### config.mk
export PLATFORM = sky130hd
export DESIGN_NAME = rfp_cfg
export DESIGN_NICKNAME = d
export VERILOG_FILES = /design/src/sv/rfp_pkg.sv /design/src/sv/rfp_cfg.sv
export SDC_FILE = /design/constraint.sdc
export NUM_CORES = 1
export LEC_CHECK = 0
export BUFFER_PORTS_ARGS = -buffer_cell sky130_fd_sc_hd__buf_2
export CORE_ASPECT_RATIO = 0.5
export CORE_MARGIN = 3
export CORE_UTILIZATION = 47
export DETAILED_ROUTE_END_ITERATION = 7
export GPL_TIMING_DRIVEN = 0
export PLACE_DENSITY = 0.79
export SYNTH_ARGS = -nofsm -noshare
export SYNTH_HDL_FRONTEND = slang
export SYNTH_SLANG_ARGS = --single-unit
export TNS_END_PERCENT = 10
### constraint.sdc
create_clock -name clk -period 1.62 [get_ports clk]
set_input_delay 0.324 -clock clk [delete_from_list [all_inputs] [get_ports clk]]
set_output_delay 0.324 -clock clk [all_outputs]
set_load 0.02 [all_outputs]
### src/sv/rfp_pkg.sv
// Shared constants and types of the resonant four-pole filter.
package rfp_pkg;

  localparam int DEF_SAMPLE_WIDTH   = 24;
  localparam int DEF_COEF_FRAC_BITS = 16;

  localparam int CFG_INDEX_W = 8;
  typedef logic [CFG_INDEX_W-1:0] cfg_index_t;

  localparam cfg_index_t REG_CUTOFF = 8'd0;
  localparam cfg_index_t REG_GAIN   = 8'd1;
  localparam cfg_index_t REG_MODE   = 8'd2;

  typedef enum logic [1:0] {
    MODE_LOWPASS  = 2'd0,
    MODE_HIGHPASS = 2'd1,
    MODE_BANDPASS = 2'd2,
    MODE_MUTE     = 2'd3
  } mode_t;

endpackage

### src/sv/rfp_cfg.sv
// Configuration register file: cutoff, feedback gain and output mode.
module rfp_cfg
  import rfp_pkg::*;
#(
  parameter int CW = DEF_COEF_FRAC_BITS,
  parameter int GW = DEF_COEF_FRAC_BITS + 8
) (
  input  logic          clk,
  input  logic          rst,
  input  logic          cfg_valid,
  output logic          cfg_ready,
  input  cfg_index_t    cfg_index,
  input  logic [GW-1:0] cfg_data,
  output logic [CW-1:0] cutoff,
  output logic [GW-1:0] gain,
  output mode_t         mode
);

  assign cfg_ready = 1'b1;

  always_ff @(posedge clk) begin
    if (rst) begin
      cutoff <= '0;
      gain   <= '0;
      mode   <= MODE_LOWPASS;
    end else if (cfg_valid) begin
      case (cfg_index)
        REG_CUTOFF: cutoff <= cfg_data[CW-1:0];
        REG_GAIN:   gain   <= cfg_data;
        REG_MODE:   mode   <= mode_t'(cfg_data[1:0]);
        default: begin
          // drop writes to unknown indexes
        end
      endcase
    end
  end

endmodule

Word-level counts from Yosys, hierarchy flattened. Cells that the tools add are included.

Eq/ne operators: 2. Reduce and logical (&&, ||, !) cells: 4.

Operator list (count): $eq A8 B1 Y1 const B (1); $eq A8 B2 Y1 const B (1); $logic_not A8 Y1 (1); $reduce_and A2 Y1 (3).

Register bits after elaboration: 42. Bits of input ports: 35. Output and inout port bits: 43. Word-level logic and storage cells: 9.

Logic depth before layout (Yosys ltp). Gate-level depths: netlist of run 1.

Depth in word-level cells: 2. Mapped depth: 5. Depth with buffers taken out: 3.

Worst setup path before layout of run 1. Ideal clock, no wire load.

Path kind: input-to-reg. Start: input cfg_index[4]. End: register gain[13]. Library setup time: 0.072 ns. Data arrival time: 1.327 ns. Required time: 1.548 ns. Setup slack: 0.221 ns. Stages: 5. Path buffers: 2. Path through: nor4b_4 and4b_1 buf_6 buf_12 mux2i_1.

Cells in the longest elaborated chain, start to end: 2.

RTL lines: start, declared (line rfp_cfg.sv:12) `input cfg_index_t cfg_index,`; $eq A8 B1 Y1 (line rfp_cfg.sv:27) `case (cfg_index)`; $reduce_and A2 Y1 (no line); end signal, assigned (line rfp_cfg.sv:29) `REG_GAIN: gain <= cfg_data;`; end, declared (line rfp_cfg.sv:15) `output logic [GW-1:0] gain,`.

No other way between the ends. A chain may end at the register's enable or synchronous reset.

Final worst setup path of run 1.
Start: input cfg_index[4]. End: register gain[15].

Same word-level chain as after synthesis.

==> metrics.txt, run 1 <==
# TYPE chip_impl_metric gauge
chip_impl_metric{name="yosysSeqAreaShare",unit=""} 0.4571
chip_impl_metric{name="insertedDiodeCount",unit=""} 0
chip_impl_info{name="synthTopCellsByArea",value="sky130_fd_sc_hd__dfxtp_1 46%, sky130_fd_sc_hd__mux2i_1 23%, sky130_fd_sc_hd__nand2b_1 22%"} 1
chip_impl_metric{name="floorplan.die.height",unit="µm"} 50.24
chip_impl_metric{name="pnr_worst_setup_slack",unit="ns"} 0.2841
chip_impl_metric{name="post-route-cell-area",unit="mm²"} 0.002370
chip_impl_metric{name="skew",unit="ns"} 0
chip_impl_metric{name="ys_warn_count",unit=""} 0
chip_impl_metric{name="netlist.area_leader.share",unit=""} 0.4571
chip_impl_metric{name="maxCapViolCount",unit=""} 0
chip_impl_metric{name="period_needed",unit="ns"} 1.336
chip_impl_metric{name="cp_data_arrival_time",unit="ns"} 1.55
chip_impl_info{name="crit_slowest_cell",value="sky130_fd_sc_hd__nor4b_4"} 1
chip_impl_metric{name="power.density",unit="mW/mm²"} 780.5
chip_impl_metric{name="flow.area_growth_from_synthesis",unit="%"} 28.84
chip_impl_info{name="most_instantiated_library_cell_after_synthesis",value="sky130_fd_sc_hd__nand2b_1"} 1
chip_impl_info{name="clock_tree_from_tritoncts",value="done"} 1
chip_impl_metric{name="final-seq-area",unit="µm²"} 840.8
chip_impl_metric{name="drt-pass1-iter-count",unit=""} 4
chip_impl_metric{name="clock.fmax",unit="MHz"} 748.6
chip_impl_metric{name="clock_sink_count",unit=""} 42
chip_impl_metric{name="post_synth_and_or_nand_nor_area_fraction",unit=""} 0.2701
chip_impl_metric{name="finalWirelength",unit="µm"} 3962
chip_impl_metric{name="routedWlPerCell",unit="µm"} 12.95
chip_impl_metric{name="fp.coreArea",unit="mm²"} 0.003585
chip_impl_info{name="timing.critical_path.from_type",value="input pin"} 1
chip_impl_metric{name="wire_length_of_the_first_global_routing_pass",unit="µm"} 6396
chip_impl_metric{name="dpl.cell_count",unit=""} 298
chip_impl_info{name="end_kind",value="flip-flop"} 1
chip_impl_metric{name="power.leakage",unit="nW"} 1.151
chip_impl_metric{name="clock_path_buffers",unit=""} 2
chip_impl_metric{name="crit_path_max_incr_delay",unit="ns"} 0.37
chip_impl_info{name="hold_class",value="in -> reg"} 1
chip_impl_info{name="reg2reg_from",value="gain[15]"} 1
chip_impl_metric{name="yosys.area_share.adder",unit=""} 0
chip_impl_metric{name="drv_slew",unit=""} 0
chip_impl_metric{name="start_util",unit=""} 0.5131
chip_impl_metric{name="cp_data_required_time",unit="ns"} 1.84
chip_impl_metric{name="grt_remaining_overflow",unit=""} 0
chip_impl_metric{name="number_of_global_route_vias_before_repair",unit=""} 1426
chip_impl_metric{name="largest_net_degree_at_the_start_of_global_routing",unit=""} 13
chip_impl_info{name="crit_start",value="cfg_index[4]"} 1
chip_impl_metric{name="worst_ir_drop_vdd",unit="µV"} 451.9
chip_impl_metric{name="ioPinCount",unit=""} 78
chip_impl_metric{name="timing_hold_violations_final",unit=""} 0
chip_impl_info{name="synth_top_family_by_area",value="simple AND/OR/NAND/NOR gates"} 1
chip_impl_info{name="critPathTopFamily",value="simple AND/OR/NAND/NOR gates"} 1
chip_impl_metric{name="min_period_over_period",unit=""} 0.8246
chip_impl_metric{name="htreeDepth",unit=""} 2
chip_impl_metric{name="synth_cell_types",unit=""} 17
chip_impl_info{name="hold_path.startpoint",value="cfg_data[17]"} 1
chip_impl_metric{name="drive_gt1_frac",unit=""} 0.3569
chip_impl_info{name="yosys.area.top_type",value="sky130_fd_sc_hd__dfxtp_1"} 1
chip_impl_metric{name="multiInputGateArea",unit="µm²"} 920.9
chip_impl_info{name="leading_cell_types_by_count_after_synthesis",value="66 x sky130_fd_sc_hd__nand2b_1, 42 x sky130_fd_sc_hd__dfxtp_1, 42 x sky130_fd_sc_hd__mux2i_1, 7 x sky130_fd_sc_hd__clkbuf_1"} 1
chip_impl_metric{name="p_total",unit="mW"} 1.850
chip_impl_metric{name="synthesis.nets",unit=""} 207
chip_impl_metric{name="ys_async_sr_fraction",unit=""} 0
chip_impl_metric{name="grtUsageTotal",unit=""} 0.1715
chip_impl_info{name="status",value="complete, no violations"} 1
chip_impl_metric{name="synth_seq_cells",unit=""} 42
chip_impl_info{name="grt_setup_unrepaired",value="false"} 1
chip_impl_metric{name="drcViolationCount",unit=""} 0
chip_impl_metric{name="routed-via-count",unit=""} 1446
chip_impl_metric{name="rows",unit=""} 15
chip_impl_metric{name="clock_latency",unit="ns"} 0.28
chip_impl_metric{name="synth-compound-area-share",unit=""} 0
chip_impl_info{name="ys_dominant_reg_cell",value="sky130_fd_sc_hd__dfxtp_1"} 1
chip_impl_metric{name="vias_per_cell",unit=""} 4.725
chip_impl_metric{name="layoutNonFillerInstCount",unit=""} 306
chip_impl_metric{name="fp.dieW",unit="µm"} 94.47
chip_impl_metric{name="place_worst_setup_slack",unit="ns"} -0.04116
chip_impl_metric{name="ant_nets",unit=""} 0
chip_impl_metric{name="synth.mux.area_fraction",unit=""} 0.2286
chip_impl_metric{name="layout.nets",unit=""} 289
chip_impl_metric{name="final_gp_congestion",unit=""} 0.8143
chip_impl_metric{name="antenna_found_initial",unit=""} 0
chip_impl_metric{name="setup_viol",unit=""} 0
chip_impl_metric{name="cts_setup_buffers",unit=""} 0
chip_impl_metric{name="post_synth_xor_area_fraction",unit=""} 0
chip_impl_metric{name="die_area",unit="mm²"} 0.004746
chip_impl_info{name="timing_worst_setup_path_type",value="in -> reg"} 1
chip_impl_metric{name="placed_area",unit="mm²"} 0.002278
chip_impl_info{name="critical_path.cell_chain",value="buf_2, nor4b_4, and4b_1, buf_6, buf_12, mux2i_1"} 1
chip_impl_metric{name="post_synth.cell_area_avg",unit="µm²"} 10.69
chip_impl_metric{name="synth_edf_count",unit=""} 0
chip_impl_metric{name="syn-cell-area",unit="mm²"} 0.001839
chip_impl_metric{name="worst_path_buffer_plus_inverter_count",unit=""} 3
chip_impl_metric{name="dp_hpwl",unit="µm"} 3000
chip_impl_metric{name="drt_iter0_markers",unit=""} 15
chip_impl_metric{name="cts_inserted_buffers",unit=""} 5
chip_impl_metric{name="port_buffers",unit=""} 75
chip_impl_metric{name="ctsHoldBuffers",unit=""} 0
chip_impl_metric{name="cts_resized",unit=""} 0
chip_impl_metric{name="final.fill_count",unit=""} 326
chip_impl_metric{name="syn_inst",unit=""} 172
chip_impl_metric{name="crit_fanout",unit=""} 10
chip_impl_metric{name="finalCoreUtilization",unit=""} 0.6611
chip_impl_metric{name="clkTransAtPathRegs",unit="ns"} 0.08
chip_impl_info{name="cts.root.buffer_cell",value="sky130_fd_sc_hd__clkbuf_8"} 1
placed cells by master (no fill, tap or decap), types with 2 or more instances in the layout:
cell type                  count
sky130_fd_sc_hd__buf_2        76
sky130_fd_sc_hd__clkbuf_8      6
sky130_fd_sc_hd__mux2i_1      42
sky130_fd_sc_hd__buf_4         2
sky130_fd_sc_hd__dfxtp_1      42
sky130_fd_sc_hd__nor2_1        2
sky130_fd_sc_hd__clkbuf_1      8
sky130_fd_sc_hd__nand2b_1     66
stage by stage:
| step | hold WS, ns | setup TNS (ns) |
|---|---|---|
| after floorplan | 0.4793 | 0 |
| after global placement | 0.4550 | 0 |
| after detailed placement | 0.4583 | -0.1746 |
| after CTS | 0.2811 | 0 |
| after global routing | 0.3012 | 0 |
| final | 0.2878 | 0 |
path summary, 6_finish.rpt:
check | end | slack (ns) | depth (start not counted)
worst min-delay path | gain[17] | 0.29 | 3
worst max-delay path | gain[15] | 0.28 | 6
worst max register to register | gain[15] | 1.02 | 2
worst min register to register | cutoff[6] | 0.47 | 2
cells by family after synthesis:
kind of cell / count (synthesis)
AND/OR/NAND/NOR: 75
multiplexers: 42
flip-flops: 42
buffers and inverters: 12
other: 1
layout make-up:
type                    count  share of cell area
repair buffers             75              0.1584
clock inverters             1            0.002112
multi-input cells         118              0.3886
well taps                  51             0.02693
plain buffers              12             0.03273
flip-flops and latches     42              0.3548
clock buffers               7             0.03643
flip-flops by register name (all words and copies together), names as in the netlist:
signal,count
gain,24
cutoff,16
mode,2
routing by layer:
| metal | GRT usage | vias to the layer above | wire length (µm) |
|---|---|---|---|
| met4 | 0.04306 | 0 | 24 |
| li1 | - | 724 | - |
| met1 | 0.1880 | 684 | 1690 |
| met2 | 0.3298 | 36 | 2031 |
| met5 | 0 | - | 0 |
| met3 | 0.04491 | 2 | 215 |
worst register-to-register path, delay by kind of cell, from the launching register on:
| kind | cells | cell delay [ns] |
|---|---|---|
| mux | 1 | 0.13 |
| simple gates | 1 | 0.07 |
| flops | 1 | 0.34 |
power by group:
part,total (mW),switching (mW),internal [mW]
Sequential,1.03,0.000637,1.03
Combinational,0.131,0.0595,0.0711
Clock,0.686,0.342,0.344
No activity file was read; power rests on OpenSTA's default activity.
==> run 2: changes to the inputs <==
--- a/config.mk
+++ b/config.mk
@@ -8,10 +8,10 @@
 export BUFFER_PORTS_ARGS = -buffer_cell sky130_fd_sc_hd__buf_2
 export CORE_ASPECT_RATIO = 0.5
 export CORE_MARGIN = 3
-export CORE_UTILIZATION = 47
+export CORE_UTILIZATION = 42
 export DETAILED_ROUTE_END_ITERATION = 7
 export GPL_TIMING_DRIVEN = 0
-export PLACE_DENSITY = 0.79
+export PLACE_DENSITY = 0.74
 export SYNTH_ARGS = -nofsm -noshare
 export SYNTH_HDL_FRONTEND = slang
 export SYNTH_SLANG_ARGS = --single-unit
==> constraint.sdc (replaced) <==
create_clock -name clk -period 1.18 [get_ports clk]
set_input_delay 0.236 -clock clk [delete_from_list [all_inputs] [get_ports clk]]
set_output_delay 0.236 -clock clk [all_outputs]
set_load 0.02 [all_outputs]
==> run 2 against run 1 <==
Against the previous run:
- worst setup slack worse by 0.25 ns
- largest power group unchanged
- wire length is 9.4% higher
- sequential cell count stayed put
- clock power is 62% higher
==> metrics.txt, run 2 (synthesis gave the netlist of run 1 again) <==
# TYPE chip_impl_metric gauge
chip_impl_metric{name="maxCapViolCount",unit=""} 0
chip_impl_metric{name="clkTransAtPathRegs",unit="ns"} 0.09
chip_impl_metric{name="crit_path_max_incr_delay",unit="ns"} 0.27
chip_impl_metric{name="drt-pass1-iter-count",unit=""} 4
chip_impl_info{name="end_kind",value="flip-flop"} 1
chip_impl_metric{name="clock_path_buffers",unit=""} 2
chip_impl_metric{name="drt_iter0_markers",unit=""} 31
chip_impl_metric{name="routedWlPerCell",unit="µm"} 13.85
chip_impl_metric{name="cp_data_required_time",unit="ns"} 1.34
chip_impl_metric{name="clock_sink_count",unit=""} 42
chip_impl_metric{name="insertedDiodeCount",unit=""} 0
chip_impl_metric{name="number_of_global_route_vias_before_repair",unit=""} 1431
chip_impl_metric{name="grt_remaining_overflow",unit=""} 0
chip_impl_metric{name="rows",unit=""} 16
chip_impl_info{name="timing_worst_setup_path_type",value="in -> reg"} 1
chip_impl_info{name="status",value="complete, no violations"} 1
chip_impl_metric{name="largest_reg_flops",unit=""} 24
chip_impl_metric{name="ctsHoldBuffers",unit=""} 0
chip_impl_metric{name="dp_hpwl",unit="µm"} 3010
chip_impl_metric{name="power.leakage",unit="nW"} 1.193
chip_impl_metric{name="final_gp_congestion",unit=""} 0.7315
chip_impl_metric{name="power.density",unit="mW/mm²"} 1102
chip_impl_metric{name="pnr_worst_setup_slack",unit="ns"} 0.03026
chip_impl_info{name="crit_slowest_cell",value="sky130_fd_sc_hd__nor4b_4"} 1
chip_impl_info{name="critical_path.cell_chain",value="buf_2, nor4b_4, buf_4, nand4b_1, buf_2, mux2i_1"} 1
chip_impl_metric{name="skew",unit="ns"} 0
chip_impl_metric{name="finalSetupTns",unit="ns"} 0
chip_impl_metric{name="layoutNonFillerInstCount",unit=""} 313
chip_impl_metric{name="min_period_over_period",unit=""} 0.9744
chip_impl_metric{name="drive_gt1_frac",unit=""} 0.3745
chip_impl_metric{name="floorplan.die.height",unit="µm"} 52.80
chip_impl_metric{name="final.fill_count",unit=""} 356
chip_impl_metric{name="crit_fanout",unit=""} 9
chip_impl_metric{name="port_buffers",unit=""} 75
chip_impl_info{name="hold_class",value="in -> reg"} 1
chip_impl_metric{name="setup_viol",unit=""} 0
chip_impl_metric{name="clock.fmax",unit="MHz"} 869.8
chip_impl_info{name="mostFrequentLayoutCell",value="sky130_fd_sc_hd__buf_2"} 1
chip_impl_metric{name="drcViolationCount",unit=""} 0
chip_impl_info{name="reg_top3",value="gain: 24 flops, cutoff: 16 flops, mode: 2 flops"} 1
chip_impl_metric{name="finalWirelength",unit="µm"} 4336
chip_impl_metric{name="fp.coreArea",unit="mm²"} 0.004044
chip_impl_metric{name="drv_slew",unit=""} 0
chip_impl_info{name="layout.cells.most_common_list",value="76 x sky130_fd_sc_hd__buf_2, 66 x sky130_fd_sc_hd__nand2b_1, 42 x sky130_fd_sc_hd__dfxtp_1"} 1
chip_impl_metric{name="final-seq-area",unit="µm²"} 840.8
chip_impl_metric{name="timing_hold_violations_final",unit=""} 0
chip_impl_metric{name="routed-via-count",unit=""} 1470
chip_impl_metric{name="period_needed",unit="ns"} 1.150
chip_impl_metric{name="cp_data_arrival_time",unit="ns"} 1.31
chip_impl_metric{name="multiInputGateArea",unit="µm²"} 943.4
chip_impl_metric{name="place_worst_setup_slack",unit="ns"} -0.3885
chip_impl_metric{name="flow.area_growth_from_synthesis",unit="%"} 34.22
chip_impl_metric{name="finalCoreUtilization",unit=""} 0.6105
chip_impl_info{name="top_register",value="gain"} 1
chip_impl_metric{name="worst_ir_drop_vdd",unit="µV"} 504.5
chip_impl_metric{name="grtUsageTotal",unit=""} 0.1621
chip_impl_metric{name="clock_latency",unit="ns"} 0.28
chip_impl_metric{name="start_util",unit=""} 0.4548
chip_impl_info{name="cts.root.buffer_cell",value="sky130_fd_sc_hd__clkbuf_8"} 1
chip_impl_metric{name="wire_length_of_the_first_global_routing_pass",unit="µm"} 6748
chip_impl_metric{name="vias_per_cell",unit=""} 4.696
chip_impl_metric{name="dpl.cell_count",unit=""} 301
chip_impl_metric{name="htreeDepth",unit=""} 2
chip_impl_metric{name="antenna_found_initial",unit=""} 0
chip_impl_metric{name="largest_net_degree_at_the_start_of_global_routing",unit=""} 14
chip_impl_metric{name="die_area",unit="mm²"} 0.005258
chip_impl_metric{name="ioPinCount",unit=""} 78
chip_impl_metric{name="layout.nets",unit=""} 293
chip_impl_metric{name="fp.dieW",unit="µm"} 99.59
chip_impl_info{name="critical-path-top-cell-by-count",value="sky130_fd_sc_hd__buf_2"} 1
chip_impl_info{name="clock_tree_from_tritoncts",value="done"} 1
chip_impl_metric{name="cts_inserted_buffers",unit=""} 5
chip_impl_metric{name="ant_nets",unit=""} 0
chip_impl_info{name="timing.critical_path.from_type",value="input pin"} 1
chip_impl_metric{name="timing.hold.ws",unit="ns"} 0.1976
==> run 2: path summary, 6_finish.rpt <==
check / startpoint / endpoint / slack, ns / cells after the start
max: cfg_index[6] / gain[5] / 0.03 / 6
max reg2reg: gain[15] / gain[15] / 0.52 / 2
min: cfg_data[16] / gain[16] / 0.20 / 3
min reg2reg: gain[19] / gain[19] / 0.47 / 2
==> run 2: layer usage <==
layer,wire length [µm],vias up,track usage
met2,2281,28,0.3044
met3,202,2,0.03851
li1,-,741,-
met4,19,0,0.02721
met5,0,-,0
met1,1832,699,0.1933
==> run 2: per-stage QoR <==
step | area (µm²) | total power [mW]
after floorplan | 1839 | 1.549
after CTS | 2419 | 2.750
final | 2469 | 2.721
after global routing | 2469 | 2.836
after global placement | 2282 | 1.630
after detailed placement | 2282 | 1.633
==> run 2: report_power, final <==
group	switching [mW]	internal (mW)	total [mW]	leakage, nW
Clock	0.488	0.623	1.11	0.0579
Sequential	0.000834	1.42	1.42	0.338
Combinational	0.0898	0.101	0.191	0.797
==> run 2: critical path, delay by kind of cell <==
family / cells / cell delay, ns
buffers and inverters: 3 / 0.55
muxes: 1 / 0.15
and+or+nand+nor: 2 / 0.38
==> run 2: cell type report <==
type,count,share of cell area
Tap cell,54,0.02737
Clock buffer,5,0.02788
Multi-Input combinational cell,118,0.3822
Timing Repair Buffer,79,0.1713
Buffer,12,0.03447
Clock inverter,3,0.01622
Sequential cell,42,0.3406
==> run 2: timing repair <==
item | 4_1_cts | 5_1_grt
setup buffers | 2 | 1
setup endpoints to repair | 10 | 8
gates cloned | 0 | 1
pin swaps | 2 | 0
gates resized for setup | 2 | 4
==> run 3: changes to the inputs <==
==> constraint.sdc (replaced) <==
create_clock -name clk -period 1 [get_ports clk]
set_input_delay 0.2 -clock clk [delete_from_list [all_inputs] [get_ports clk]]
set_output_delay 0.2 -clock clk [all_outputs]
set_load 0.02 [all_outputs]
==> run 3 against run 2 <==
Against the previous run:
- the flow now finishes with violations (setup timing)
- clock-buffer cell count unchanged
- clock power grew 20%
- register-to-register slack got worse by 0.19 ns
==> metrics.txt, run 3 (synthesis gave the netlist of run 1 again) <==
# TYPE chip_impl_metric gauge
chip_impl_info{name="status",value="complete, but fails checks"} 1
chip_impl_info{name="violations",value="setup timing"} 1
chip_impl_metric{name="maxCapViolCount",unit=""} 0
chip_impl_info{name="cts.root.buffer_cell",value="sky130_fd_sc_hd__clkbuf_8"} 1
chip_impl_metric{name="period_needed",unit="ns"} 1.091
chip_impl_metric{name="floorplan.die.height",unit="µm"} 52.80
chip_impl_metric{name="grtUsageTotal",unit=""} 0.1690
chip_impl_metric{name="ctsHoldBuffers",unit=""} 0
chip_impl_info{name="crit_slowest_cell",value="sky130_fd_sc_hd__nor4b_4"} 1
chip_impl_info{name="hold_path.startpoint",value="cfg_data[16]"} 1
chip_impl_info{name="critPathTopFamily",value="simple AND/OR/NAND/NOR gates"} 1
chip_impl_info{name="hold_path_end",value="gain[16]"} 1
chip_impl_metric{name="drt_iter0_markers",unit=""} 34
chip_impl_metric{name="clock_sink_count",unit=""} 42
chip_impl_metric{name="grt_remaining_overflow",unit=""} 0
chip_impl_metric{name="clock_latency",unit="ns"} 0.28
chip_impl_metric{name="antenna_found_initial",unit=""} 0
chip_impl_metric{name="power.leakage",unit="nW"} 1.226
chip_impl_info{name="critical_path.cell_chain",value="buf_6, nor4b_4, and4b_1, buf_6, buf_12, mux2i_4"} 1
chip_impl_metric{name="final.fill_count",unit=""} 331
chip_impl_metric{name="flow.area_growth_from_synthesis",unit="%"} 45.03
chip_impl_metric{name="worst_path_buffer_plus_inverter_count",unit=""} 3
chip_impl_metric{name="final_gp_congestion",unit=""} 0.7315
chip_impl_metric{name="rows",unit=""} 16
chip_impl_info{name="timing_worst_setup_path_type",value="in -> reg"} 1
chip_impl_metric{name="cp_data_arrival_time",unit="ns"} 1.31
chip_impl_metric{name="pnr_worst_setup_slack",unit="ns"} -0.09148
chip_impl_metric{name="holdPathStages",unit=""} 3
chip_impl_info{name="timing.critical_path.from_type",value="input pin"} 1
chip_impl_metric{name="setup_viol",unit=""} 41
chip_impl_metric{name="multiInputGateArea",unit="µm²"} 943.4
chip_impl_metric{name="power.density",unit="mW/mm²"} 1216
chip_impl_metric{name="drcViolationCount",unit=""} 0
chip_impl_metric{name="routedWlPerCell",unit="µm"} 14.39
chip_impl_metric{name="comb_power_share",unit=""} 0.073
chip_impl_metric{name="drive_gt1_frac",unit=""} 0.4808
chip_impl_metric{name="skew",unit="ns"} 0
chip_impl_metric{name="cp_data_required_time",unit="ns"} 1.22
chip_impl_metric{name="die_area",unit="mm²"} 0.005258
chip_impl_info{name="top_register",value="gain"} 1
chip_impl_info{name="reg2reg_from",value="gain[15]"} 1
chip_impl_metric{name="crit_path_max_incr_delay",unit="ns"} 0.28
chip_impl_metric{name="start_util",unit=""} 0.4548
chip_impl_metric{name="layout.nets",unit=""} 294
chip_impl_metric{name="worstSetupPathDepth",unit=""} 6
chip_impl_info{name="mostFrequentLayoutCell",value="sky130_fd_sc_hd__nand2b_1"} 1
chip_impl_info{name="clock_tree_from_tritoncts",value="done"} 1
chip_impl_metric{name="routed-via-count",unit=""} 1491
chip_impl_info{name="crit_start",value="cfg_index[7]"} 1
chip_impl_metric{name="r2r_cells",unit=""} 2
chip_impl_metric{name="dp_hpwl",unit="µm"} 3010
chip_impl_info{name="grt_setup_unrepaired",value="true"} 1
chip_impl_metric{name="switching_share",unit=""} 0.2178
chip_impl_metric{name="place_worst_setup_slack",unit="ns"} -0.5325
chip_impl_info{name="r2r-end",value="gain[15]"} 1
chip_impl_metric{name="cts_inserted_buffers",unit=""} 5
chip_impl_metric{name="fp.dieW",unit="µm"} 99.59
chip_impl_metric{name="placed_area",unit="mm²"} 0.002282
chip_impl_metric{name="drv_slew",unit=""} 0
chip_impl_metric{name="number_of_global_route_vias_before_repair",unit=""} 1492
chip_impl_metric{name="ant_nets",unit=""} 0
chip_impl_metric{name="insertedDiodeCount",unit=""} 0
chip_impl_metric{name="clock_path_buffers",unit=""} 2
chip_impl_info{name="end_kind",value="flip-flop"} 1
chip_impl_metric{name="post-route-cell-area",unit="mm²"} 0.002668
chip_impl_metric{name="drt-pass1-iter-count",unit=""} 6
chip_impl_metric{name="largest_reg_flops",unit=""} 24
chip_impl_metric{name="clock_power_share",unit=""} 0.411
chip_impl_metric{name="htreeDepth",unit=""} 2
chip_impl_metric{name="timing.reg2reg.setup_slack",unit="ns"} 0.33
chip_impl_metric{name="clkTransAtPathRegs",unit="ns"} 0.09
chip_impl_metric{name="finalWirelength",unit="µm"} 4520
chip_impl_metric{name="timing_hold_violations_final",unit=""} 0
chip_impl_info{name="hold_class",value="in -> reg"} 1
chip_impl_metric{name="port_buffers",unit=""} 75
chip_impl_metric{name="worst_ir_drop_vdd",unit="µV"} 601.0
chip_impl_info{name="layout.cells.most_common_list",value="66 x sky130_fd_sc_hd__nand2b_1, 41 x sky130_fd_sc_hd__mux2i_1, 40 x sky130_fd_sc_hd__buf_4"} 1
chip_impl_metric{name="wire_length_of_the_first_global_routing_pass",unit="µm"} 7044
chip_impl_metric{name="largest_net_degree_at_the_start_of_global_routing",unit=""} 14
chip_impl_info{name="critical-path-top-cell-by-count",value="sky130_fd_sc_hd__buf_6"} 1
chip_impl_metric{name="fp.coreArea",unit="mm²"} 0.004044
chip_impl_metric{name="final-seq-area",unit="µm²"} 872.1
chip_impl_metric{name="clock.fmax",unit="MHz"} 916.2
chip_impl_metric{name="crit_fanout",unit=""} 5
chip_impl_metric{name="vias_per_cell",unit=""} 4.748
chip_impl_metric{name="power.sequential.fraction",unit=""} 0.516
chip_impl_metric{name="cell_internal_pwr",unit="mW"} 2.537
chip_impl_metric{name="min_period_over_period",unit=""} 1.091
chip_impl_metric{name="p_total",unit="mW"} 3.243
chip_impl_metric{name="netSwitchingPower",unit="mW"} 0.7063
chip_impl_info{name="reg_top3",value="gain: 24 flops, cutoff: 16 flops, mode: 2 flops"} 1
chip_impl_metric{name="ioPinCount",unit=""} 78
==> run 3: changes by cell type in the layout (fill, tap and decap cells not counted), moves of 2 or more <==
cell and delta:
sky130_fd_sc_hd__buf_2 -45, sky130_fd_sc_hd__buf_4 +36, sky130_fd_sc_hd__buf_6 +10, sky130_fd_sc_hd__clkbuf_1 -2, sky130_fd_sc_hd__clkbuf_2 +2, sky130_fd_sc_hd__dfxtp_1 -25
sky130_fd_sc_hd__dfxtp_2 +25
==> run 3: worst min-delay path: stages <==
cell                       delay [ns]
sky130_fd_sc_hd__buf_2           0.10
sky130_fd_sc_hd__nand2b_1        0.06
sky130_fd_sc_hd__mux2i_1         0.06
==> run 3: what timing repair did <==
item	4_1_cts	5_1_grt
setup endpoints to repair	51	81
gates resized for setup	32	58
buffers inserted	2	2
pin swaps	2	3
gates cloned	1	0
==> run 3: final cells by class <==
type,count,area share
well taps,54,0.02533
plain buffers,12,0.03705
multi-input cells,118,0.3537
clock inverters,3,0.01501
repair buffers,80,0.2162
clock buffers,5,0.02580
flip-flops and latches,42,0.3269
==> run 3: power groups by stage <==
| stage | clock, mW | combinational (mW) | sequential [mW] |
|---|---|---|---|
| 6_report | 1.33 | 0.236 | 1.67 |
| 5_1_grt | 1.43 | 0.260 | 1.67 |
| 4_1_cts | 1.35 | 0.229 | 1.67 |
| 3_5_place_dp | 0 | 0.214 | 1.71 |
| 3_3_place_gp | 0 | 0.210 | 1.71 |
| 2_1_floorplan | 0 | 0.112 | 1.72 |
==> run 3: layer usage <==
metal | wire, µm | vias to the layer above | track usage | share of wire
met3 | 226 | 2 | 0.03851 | 0.050
met1 | 1848 | 714 | 0.2003 | 0.41
met4 | 23 | 0 | 0.02721 | 0.0051
met5 | 0 | - | 0 | 0
li1 | - | 738 | - | -
met2 | 2421 | 37 | 0.3211 | 0.54
==> run 3: how the worst max path moves through the flow <==
stage               endpoint
global placement    gain[14]
finish              gain[15]
floorplan           gain[13]
global route         gain[9]
detailed placement  gain[15]
CTS                 gain[15]
==> run 3: through the flow <==
| stage | std cells | setup TNS [ns] | util | hold WS [ns] |
|---|---|---|---|---|
| 2_1_floorplan | 172 | -6.287 | - | 0.3553 |
| 3_3_place_gp | 301 | -15.03 | 0.5644 | 0.4550 |
| 3_5_place_dp | 301 | -16.13 | 0.5644 | 0.4583 |
| 4_1_cts | 312 | -0.7543 | 0.6269 | 0.1566 |
| 5_1_grt | 314 | -2.870 | 0.6597 | 0.1605 |
| 6_report | 314 | -1.567 | 0.6597 | 0.1474 |
